[src/design/bsa_pkg.sv]
// Shared types, constants and the tone curve table of the splat accumulator.
`default_nettype none

package bsa_pkg;

    localparam int IMG_WIDTH_DEF  = 480;
    localparam int IMG_HEIGHT_DEF = 360;

    localparam int POS_W     = 17;
    localparam int COLOR_W   = 16;
    localparam int WEIGHT_W  = 16;
    localparam int PIXIDX_W  = 18;
    localparam int FRAC_W    = 8;
    localparam int INT_W     = POS_W - FRAC_W;
    localparam int SUM_W     = 32;
    localparam int BYTE_W    = 8;
    localparam int CH_NUM    = 3;
    localparam int WORD_W    = CH_NUM * SUM_W;
    localparam int CW_W      = COLOR_W + WEIGHT_W;        // colour times weight
    localparam int CORNER_W  = 2 * (FRAC_W + 1) - 1;      // bilinear weight, max 2^16
    localparam int PROD_W    = CW_W + CORNER_W;

    localparam int IN_TDATA_W  = 120;
    localparam int OUT_TDATA_W = 24;

    localparam int TONE_LEN     = 1024;
    localparam int TONE_IDX_W   = 10;
    localparam logic [TONE_IDX_W-1:0] TONE_MAX_IDX = TONE_IDX_W'(TONE_LEN - 1);
    localparam int TONE_SHIFT   = 16;

    // func codes
    localparam logic FUNC_SPLAT = 1'b0;
    localparam logic FUNC_READ  = 1'b1;

    // exp(-11/2560): five series terms in Q0.40, truncated at each step
    localparam logic [63:0] TONE_T1 = ((64'd1 << 40) * 64'd11) / 64'd2560;
    localparam logic [63:0] TONE_T2 = (TONE_T1 * 64'd11) / 64'd5120;
    localparam logic [63:0] TONE_T3 = (TONE_T2 * 64'd11) / 64'd7680;
    localparam logic [63:0] TONE_T4 = (TONE_T3 * 64'd11) / 64'd10240;
    localparam logic [63:0] TONE_T5 = (TONE_T4 * 64'd11) / 64'd12800;
    localparam logic [63:0] TONE_E  = (64'd1 << 40) - TONE_T1 + TONE_T2 - TONE_T3
                                      + TONE_T4 - TONE_T5;
    // ratio rounded to Q0.32
    localparam logic [63:0] TONE_R  = (TONE_E + 64'd128) >> 8;

    // sequencer to datapath controls
    typedef struct packed {
        logic       load;       // capture splat operands
        logic       mul_en;     // form corner products
        logic [1:0] corner;     // corner being read
        logic       acc_we;     // write back accumulated word
        logic       zero_we;    // write zero word (clear pass, readout)
        logic       tone_en;    // look up tone bytes into output register
        logic       oor;        // readout index past the image
    } t_seq_ctl;

    typedef logic [BYTE_W-1:0] t_tone_rom [0:TONE_LEN-1];

    // exp curve, evaluated at elaboration only
    function automatic t_tone_rom f_tone_curve();
        logic [63:0] v;
        logic [63:0] t;
        t_tone_rom   rom;
        v = 64'd1 << 32;
        for (int i = 0; i < TONE_LEN; i++) begin
            if (i != 0) begin
                v = (v * TONE_R + (64'd1 << 31)) >> 32;
            end
            t = (64'd255 * ((64'd1 << 32) - v)) >> 32;
            rom[i] = (t > 64'd255) ? 8'hFF : t[7:0];
        end
        return rom;
    endfunction

    localparam t_tone_rom TONE_CURVE = f_tone_curve();

endpackage

`default_nettype wire

[src/design/bsa_seq.sv]
// Sequencer: clear pass, item acceptance, corner walk and readout control.
`default_nettype none

module bsa_seq #(
    parameter int IMG_WIDTH  = bsa_pkg::IMG_WIDTH_DEF,
    parameter int IMG_HEIGHT = bsa_pkg::IMG_HEIGHT_DEF
) (
    input  wire logic                                       i_clk,
    input  wire logic                                       i_rst_n,
    input  wire logic                                       i_in_valid,
    output logic                                            o_in_ready,
    input  wire logic                                       i_func,
    input  wire logic [bsa_pkg::POS_W-1:0]                  i_x_pos,
    input  wire logic [bsa_pkg::POS_W-1:0]                  i_y_pos,
    input  wire logic [bsa_pkg::PIXIDX_W-1:0]               i_pixel_index,
    input  wire logic                                       i_out_free,
    output bsa_pkg::t_seq_ctl                               o_ctl,
    output logic [$clog2(IMG_WIDTH*IMG_HEIGHT)-1:0]         o_raddr,
    output logic [$clog2(IMG_WIDTH*IMG_HEIGHT)-1:0]         o_waddr
);

    localparam int NPIX   = IMG_WIDTH * IMG_HEIGHT;
    localparam int ADDR_W = $clog2(NPIX);
    localparam logic [ADDR_W-1:0] ROW_STEP = ADDR_W'(IMG_WIDTH);
    localparam logic [ADDR_W-1:0] LAST_PIX = ADDR_W'(NPIX - 1);

    typedef enum logic [2:0] {
        ST_CLEAR,
        ST_IDLE,
        ST_SPLAT,
        ST_WLAST,
        ST_RD_ISSUE,
        ST_RD_OUT
    } t_state;

    t_state              r_state, n_state;
    logic [ADDR_W-1:0]   r_clr_cnt, n_clr_cnt;
    logic [ADDR_W-1:0]   r_base, n_base;
    logic [1:0]          r_corner, n_corner;
    logic                r_wr_pend;
    logic [ADDR_W-1:0]   r_wr_addr;
    logic [ADDR_W-1:0]   r_idx, n_idx;
    logic                r_oor, n_oor;

    logic [bsa_pkg::INT_W-1:0] xi, yi;
    logic                accept, drop, go;
    logic [ADDR_W-1:0]   base_in, corner_addr;

    assign xi = i_x_pos[bsa_pkg::POS_W-1:bsa_pkg::FRAC_W];
    assign yi = i_y_pos[bsa_pkg::POS_W-1:bsa_pkg::FRAC_W];

    assign o_in_ready = (r_state == ST_IDLE) || (r_state == ST_WLAST);
    assign accept     = i_in_valid && o_in_ready;
    assign drop       = (32'(xi) >= 32'(IMG_WIDTH - 1)) || (32'(yi) >= 32'(IMG_HEIGHT - 1));
    assign base_in    = ADDR_W'(32'(yi) * 32'(IMG_WIDTH) + 32'(xi));
    assign go         = (r_state == ST_RD_OUT) && i_out_free;

    always_comb begin
        unique case (r_corner)
            2'd0:    corner_addr = r_base;
            2'd1:    corner_addr = r_base + ADDR_W'(1);
            2'd2:    corner_addr = r_base + ROW_STEP;
            default: corner_addr = r_base + ROW_STEP + ADDR_W'(1);
        endcase
    end

    assign o_raddr = (r_state == ST_SPLAT) ? corner_addr : r_idx;

    always_comb begin
        priority if (r_state == ST_CLEAR) begin
            o_waddr = r_clr_cnt;
        end else if (r_wr_pend) begin
            o_waddr = r_wr_addr;
        end else begin
            o_waddr = r_idx;
        end
    end

    always_comb begin
        o_ctl         = '0;
        o_ctl.load    = accept;
        o_ctl.mul_en  = (r_state == ST_SPLAT);
        o_ctl.corner  = r_corner;
        o_ctl.acc_we  = r_wr_pend;
        o_ctl.zero_we = (r_state == ST_CLEAR) || (go && !r_oor);
        o_ctl.tone_en = go;
        o_ctl.oor     = r_oor;
    end

    always_comb begin
        n_state   = r_state;
        n_clr_cnt = r_clr_cnt;
        n_base    = r_base;
        n_corner  = r_corner;
        n_idx     = r_idx;
        n_oor     = r_oor;
        unique case (r_state)
            ST_CLEAR: begin
                n_clr_cnt = r_clr_cnt + ADDR_W'(1);
                if (r_clr_cnt == LAST_PIX) begin
                    n_state = ST_IDLE;
                end
            end
            ST_IDLE, ST_WLAST: begin
                n_state = ST_IDLE;
                if (accept) begin
                    n_idx = ADDR_W'(i_pixel_index);
                    n_oor = 32'(i_pixel_index) >= 32'(NPIX);
                    if (i_func == bsa_pkg::FUNC_READ) begin
                        n_state = ST_RD_ISSUE;
                    end else if (!drop) begin
                        n_state  = ST_SPLAT;
                        n_base   = base_in;
                        n_corner = 2'd0;
                    end
                end
            end
            ST_SPLAT: begin
                n_corner = r_corner + 2'd1;
                if (r_corner == 2'd3) begin
                    n_state = ST_WLAST;
                end
            end
            ST_RD_ISSUE: begin
                n_state = ST_RD_OUT;
            end
            ST_RD_OUT: begin
                if (go) begin
                    n_state = ST_IDLE;
                end
            end
            default: begin
                n_state = ST_IDLE;
            end
        endcase
    end

    always_ff @(posedge i_clk) begin
        if (!i_rst_n) begin
            r_state   <= ST_CLEAR;
            r_clr_cnt <= '0;
            r_wr_pend <= 1'b0;
        end else begin
            r_state   <= n_state;
            r_clr_cnt <= n_clr_cnt;
            r_wr_pend <= (r_state == ST_SPLAT);
        end
        r_base    <= n_base;
        r_corner  <= n_corner;
        r_idx     <= n_idx;
        r_oor     <= n_oor;
        r_wr_addr <= corner_addr;
    end

endmodule

`default_nettype wire

[config.mk]
export PLATFORM = sky130hd
export DESIGN_NAME = bsa_seq
export DESIGN_NICKNAME = d
export VERILOG_FILES = /design/src/design/bsa_pkg.sv /design/src/design/bsa_seq.sv
export SDC_FILE = /design/constraint.sdc
export NUM_CORES = 1
export LEC_CHECK = 0
export BUFFER_PORTS_ARGS = -buffer_cell sky130_fd_sc_hd__buf_2
export CORE_ASPECT_RATIO = 1.1
export CORE_MARGIN = 5
export CORE_UTILIZATION = 53
export CTS_CLUSTER_SIZE = 40
export DETAILED_ROUTE_END_ITERATION = 10
export GPL_TIMING_DRIVEN = 1
export PLACE_DENSITY = 0.77
export SYNTH_ARGS = -nofsm -noshare
export SYNTH_HDL_FRONTEND = slang
export SYNTH_SLANG_ARGS = --single-unit
[constraint.sdc]
create_clock -name i_clk -period 4 [get_ports i_clk]
set_input_delay 0.2 -clock i_clk [delete_from_list [all_inputs] [get_ports i_clk]]
set_output_delay 0.2 -clock i_clk [all_outputs]
set_load 0.02 [all_outputs]
After elaboration in Yosys (flattened, before gate mapping):

Index checks and enable logic that the tools add are counted.

* input bits: 57
* logic and storage cells: 65
* RAM bits: 0
* memories: 0
* ROM bits: 0
* register bits after elaboration: 79
* output and inout port bits: 45
* latch bits: 0

* equal/unequal tests: 15
* $mul: 1
* add/sub/neg operators: 6
* bitwise gates (word level): 2
* $lt $le $gt $ge: 3
* reductions and logical operators: 15
* mux-type cells: 15
* div/mod/pow operators: 0
* shift operators: 0

Operators by type and width (count)
* adder 18 x 1 -> 18 bit (second input constant): 3
* 2-to-1 mux 18 bit: 3
* case mux 18 bit (3 select lines): 1
* adder 18 x 9 -> 18 bit: 1
* adder 18 x 9 -> 18 bit (second input constant): 1
* == test 18 bit (second input constant): 1
* >= comparator 18 bit (second input constant): 1
* >= comparator 9 bit (second input constant): 2
* 2-to-1 mux 3 bit: 5
* case mux 3 bit (5 select lines): 1
* multiplier 9 x 4 -> 13 bit (second input constant): 1
* 2-to-1 mux 2 bit: 4
* != test 2 bit (second input constant): 4
* AND reduction 4 bit: 2
* == test 3 x 2 -> 1 bit (second input constant): 2
* == test 3 bit (second input constant): 2
* == test 2 bit (second input constant): 2
* != test 2 x 1 -> 1 bit (second input constant): 2
* case mux 2 bit (2 select lines): 1
* == test 3 x 1 -> 1 bit (second input constant): 1
* logical AND 1 bit: 3
* logical NOT 3 bit: 1
* logical OR 1 bit: 3
* AND reduction 3 bit: 1
* other kinds (8): 9

Depth between registers and ports, before layout:

* depth in word-level cells: 6
* depth in mapped cells: 12
* depth with buffers taken out: 12

Worst setup path before layout:

No wires, ideal clock.

* path kind: reg-to-reg
* start point: register r_state[0]
* end point: register r_corner[0] (enable)
* slack: 436 ps
* path buffers: 0
* arrival: 3264 ps
* required time: 3700 ps
* period minus slack after synthesis: 3564 ps
* cell stages (with the launch flop): 5
* library setup time: 300 ps
* path through: dfxtp_1 nor2b_1 and2_1 nor3b_1 or2_2

* longest elaborated chain between the ends: 5
* elaborated cells between the ends (all ways): 11
* classes of those cells: eq/ne: 6; reduce/logical: 5

RTL lines
* from (decl): RTL line bsa_seq.sv:36 `t_state r_state, n_state;`
* from (signal assigned): RTL line bsa_seq.sv:144 `r_state <= n_state;`
* == test 3 x 1 -> 1 bit or == test 3 x 2 -> 1 bit (tied branches): RTL line bsa_seq.sv:52 `assign o_in_ready = (r_state == ST_IDLE) || (r_state == ST_WLAST);`
* logical OR 1 bit *: RTL line bsa_seq.sv:52
* named net o_in_ready: RTL line bsa_seq.sv:11 `output logic o_in_ready,`
* logical AND 1 bit *: RTL line bsa_seq.sv:53 `assign accept = i_in_valid && o_in_ready;`
* named net accept: RTL line bsa_seq.sv:46 `logic accept, drop, go;`
* != test 2 bit (no source line) *
* AND reduction 4 bit (no source line) *
* to (signal assigned): RTL line bsa_seq.sv:149 `r_corner <= n_corner;`
* to (decl): RTL line bsa_seq.sv:39 `logic [1:0] r_corner, n_corner;`

The timed path passes the listed nets; every way through them passes the cells marked *.
A chain may end at the register's enable or synchronous reset.

Worst setup path after layout:

* start point: register r_base[5]
* end point: output port o_raddr[11]

* longest elaborated chain between the ends: 4
* elaborated cells between the ends (all ways): 5
* classes of those cells: add/sub: 3; mux: 2

RTL lines
* from (decl): RTL line bsa_seq.sv:38 `logic [ADDR_W-1:0] r_base, n_base;`
* from (signal assigned): RTL line bsa_seq.sv:148 `r_base <= n_base;`
* adder 18 x 9 -> 18 bit: RTL line bsa_seq.sv:62, bsa_seq.sv:63
* adder 18 x 1 -> 18 bit: RTL line bsa_seq.sv:63 `default: corner_addr = r_base + ROW_STEP + ADDR_W'(1);`
* case mux 18 bit (3 select lines) *: RTL line bsa_seq.sv:59 `unique case (r_corner)`
* 2-to-1 mux 18 bit *: RTL line bsa_seq.sv:67 `assign o_raddr = (r_state == ST_SPLAT) ? corner_addr : r_idx;`
* to (decl): RTL line bsa_seq.sv:18 `output logic [$clog2(IMG_WIDTH*IMG_HEIGHT)-1:0] o_raddr,`

Mark *: on every way between the ends. The rest lies on a longest branch, timed or not.

==> metrics.cfg <==
[run_status]
status = finished clean

[cells_and_area]
fin_nets = 848
layout.cells.non_filler = 890
drive_gt1_share_pct = 17.50
synthToLayoutAreaGrowth_pct = 13.39
final_util_pct = 61.78
finalInstanceArea_sq_um = 6803
n_antenna_cell = 0

[timing]
hold_slack_ns = 0.03153
maxSlewHeadroom_pct = 20.88
post-route-period-util_pct = 93.71
finalHoldViolCount = 0
final.min_clock_period_ns = 3.749
worst_pin_slew_ns = 1.185
maxClockFrequency_mhz = 266.8
setup_viol = 0
rsz0062_at_grt = false
finalMaxSlewViolations = 0
clock_skew_ns = 0.01059
finalSetupTns_ns = 0

[routing]
first_pass_iters = 5
drt-wirelength-per-cell_um = 15.90
vias = 5060
drc = 0
final_antenna_net_count = 0
drt_iter0_drc = 399
viasPerCell = 5.685
totalWireLength_mm = 14.16

[die]
core-area_sq_um = 11010
num_rows = 40
initial_core_util_pct = 54.49
pin_count = 102
fp.dieW_um = 111.4
die_y_um = 121.6
dieArea_sq_um = 13550

[clocking]
path_clk_slew_ns = 0.07
clock_latency_ns = 0.34
clock-sinks = 79
cts-resized-gates = 0
clock_path_buffers = 2
ctsHoldBuffers = 0
htreeDepth = 3
root_buffer = clkbuf_16
numCtsBuffers = 9
cts_tree = done
postCtsSetupRepairBufs = 0

[grt]
grt_pass1_vias = 4972
overflow = 0
grt_max_degree = 43
grt_pass1_wl_mm = 23.28
grt_use_total_pct = 20.83
antenna_found_initial = 0

[yosys]
synth_top_cell_area_share_pct = 19.52
ys_async_sr_fraction_pct = 0
ys.flop_type = dfxtp_1
yosysUniqueCellTypes = 69
synthesis.instances = 672
syn_area_per_cell_sq_um = 8.928
synth_edf_count = 39
synth_common_cells = 58 x nand2_1, 58 x nor2_1, 46 x inv_1, 42 x a21oi_1, 40 x dfxtp_1
ys_seq_area_share_pct = 32.87
syn_nets = 782
synth_area_leaders = edfxtp_1 20%, dfxtp_1 13%, ha_1 7.7%
post-synth-top-area-cell = edfxtp_1
syn_area_sq_um = 6000
ys_ff_latch = 79
yosysWarnings = 0

[power_and_ir_drop]
cellPowerDensity_nw_per_um2 = 333.4
vdd_drop_max_mv = 0.1928
total_leakage_power_nw = 2.846

[critical_path]
crit_chain = inv_1 -> ha_1 -> nor2_2 -> o2111ai_2 -> or2_1 -> a211oi_1 -> o22ai_1 -> a221o_1 -> o41ai_2 -> buf_2
cp_slowest_cell = edfxtp_1
rr_startpoint = r_base[5]
critPathLaunch = r_base[5]
regToRegEndpoint = r_wr_addr[11]
worstPathArrival_ns = 3.55
crit_buf_inv = 2
max_stage_delay_ns = 0.58
end_kind = output pin
crit_type = flop to output pin
start_kind = flop
reg2regPathDepth = 9
path_max_fanout = 8
r2r_slack_ns = 1.11
crit_family = compound AO/OA/AOI/OAI gates
required_ns = 3.80

[placement]
place_area_sq_um = 6485
dpl.hpwl_mm = 10.83
gp_congestion = 0.9035
port_buffers = 85
numPlacedInstances = 874

[worst_hold_path]
hold_end = r_idx[2]
min_from = i_pixel_index[2]
holdPathStages = 1
hold_class = input pin to flop

[job]
maxCapViolCount = 0

==> worst max-delay path by stage <==
stage	end	depth (start not counted)
3_5_place_dp	r_base[17]	13
4_1_cts	o_raddr[11]	10
2_1_floorplan	r_corner[0]	4
6_report	o_raddr[11]	10
3_3_place_gp	r_base[17]	13
5_1_grt	o_raddr[11]	10
==> flip-flops by register name, summed over array words and instances (netlist names) <==
name and cells:
r_oor 1, r_clr_cnt 18, r_wr_pend 1, r_base 18, r_idx 18, r_wr_addr 18
r_corner 2, r_state 3
==> cells by family after synthesis <==
group | synth area share, %
XOR/XNOR | 7.716
multiplexers | 5.130
buffers and inverters | 5.714
adder cells (fa/ha/maj) | 13.06
AND/OR/NAND/NOR | 21.48
flip-flops | 32.87
AO/OA/AOI/OAI | 14.04
==> metal layers <==
layer	global-route usage, %	vias to the layer above	wire length [um]
met5	0	-	0
met4	7.909	0	281
met3	3.179	24	720
met2	38.84	142	7280
met1	24.11	2415	5874
li1	-	2479	-
==> area by class of cell <==
class | count | area, sq um
Sequential cell | 79 | 1972
Timing Repair Buffer | 90 | 462.9
Tap cell | 147 | 183.9
Clock buffer | 11 | 232.7
Inverter | 47 | 176.4
Fill cell | 907 | 4208
Multi-Input combinational cell | 511 | 3692
Clock inverter | 5 | 82.58
==> worst reg2reg max path, delay by kind of cell (launching register included) <==
| family | cells | cell delay [ns] |
|---|---|---|
| fa+ha+maj | 1 | 0.37 |
| flops | 1 | 0.58 |
| simple gates | 4 | 1.08 |
| buf+inv | 1 | 0.10 |
| compound gates | 3 | 0.63 |
==> placed cells by master, fill, tap and decap left out, types with 9 or more instances in the layout <==
master,netlist,layout
xnor2_1,37,37
a21oi_1,42,42
clkbuf_16,0,9
ha_1,37,36
nor2_1,58,58
inv_1,46,46
fa_1,16,16
nor4_1,9,9
nand3_1,16,16
nand2b_1,10,10
edfxtp_1,39,39
nor2b_1,13,13
xor2_1,14,14
dfxtp_1,40,40
nand4_1,9,9
nand2_1,58,58
buf_2,9,85
and3_1,11,11
and2_1,22,22
o21ai_0,27,27
mux2i_1,24,24
nor3_1,18,18
==> metrics by stage <==
step / total power, mW / setup slack [ns]
after floorplan: 1.305 / 0.4358
after global placement: 1.389 / 0.3426
after detailed placement: 1.415 / 0.2683
after CTS: 2.276 / 0.2918
after global routing: 2.378 / 0.009837
final: 2.268 / 0.2514
==> where the power goes <==
group	switching, mW	internal, mW
registers	0.00391	0.878
clock network	0.323	0.548
logic	0.284	0.231
(Power assumes the default switching activity.)
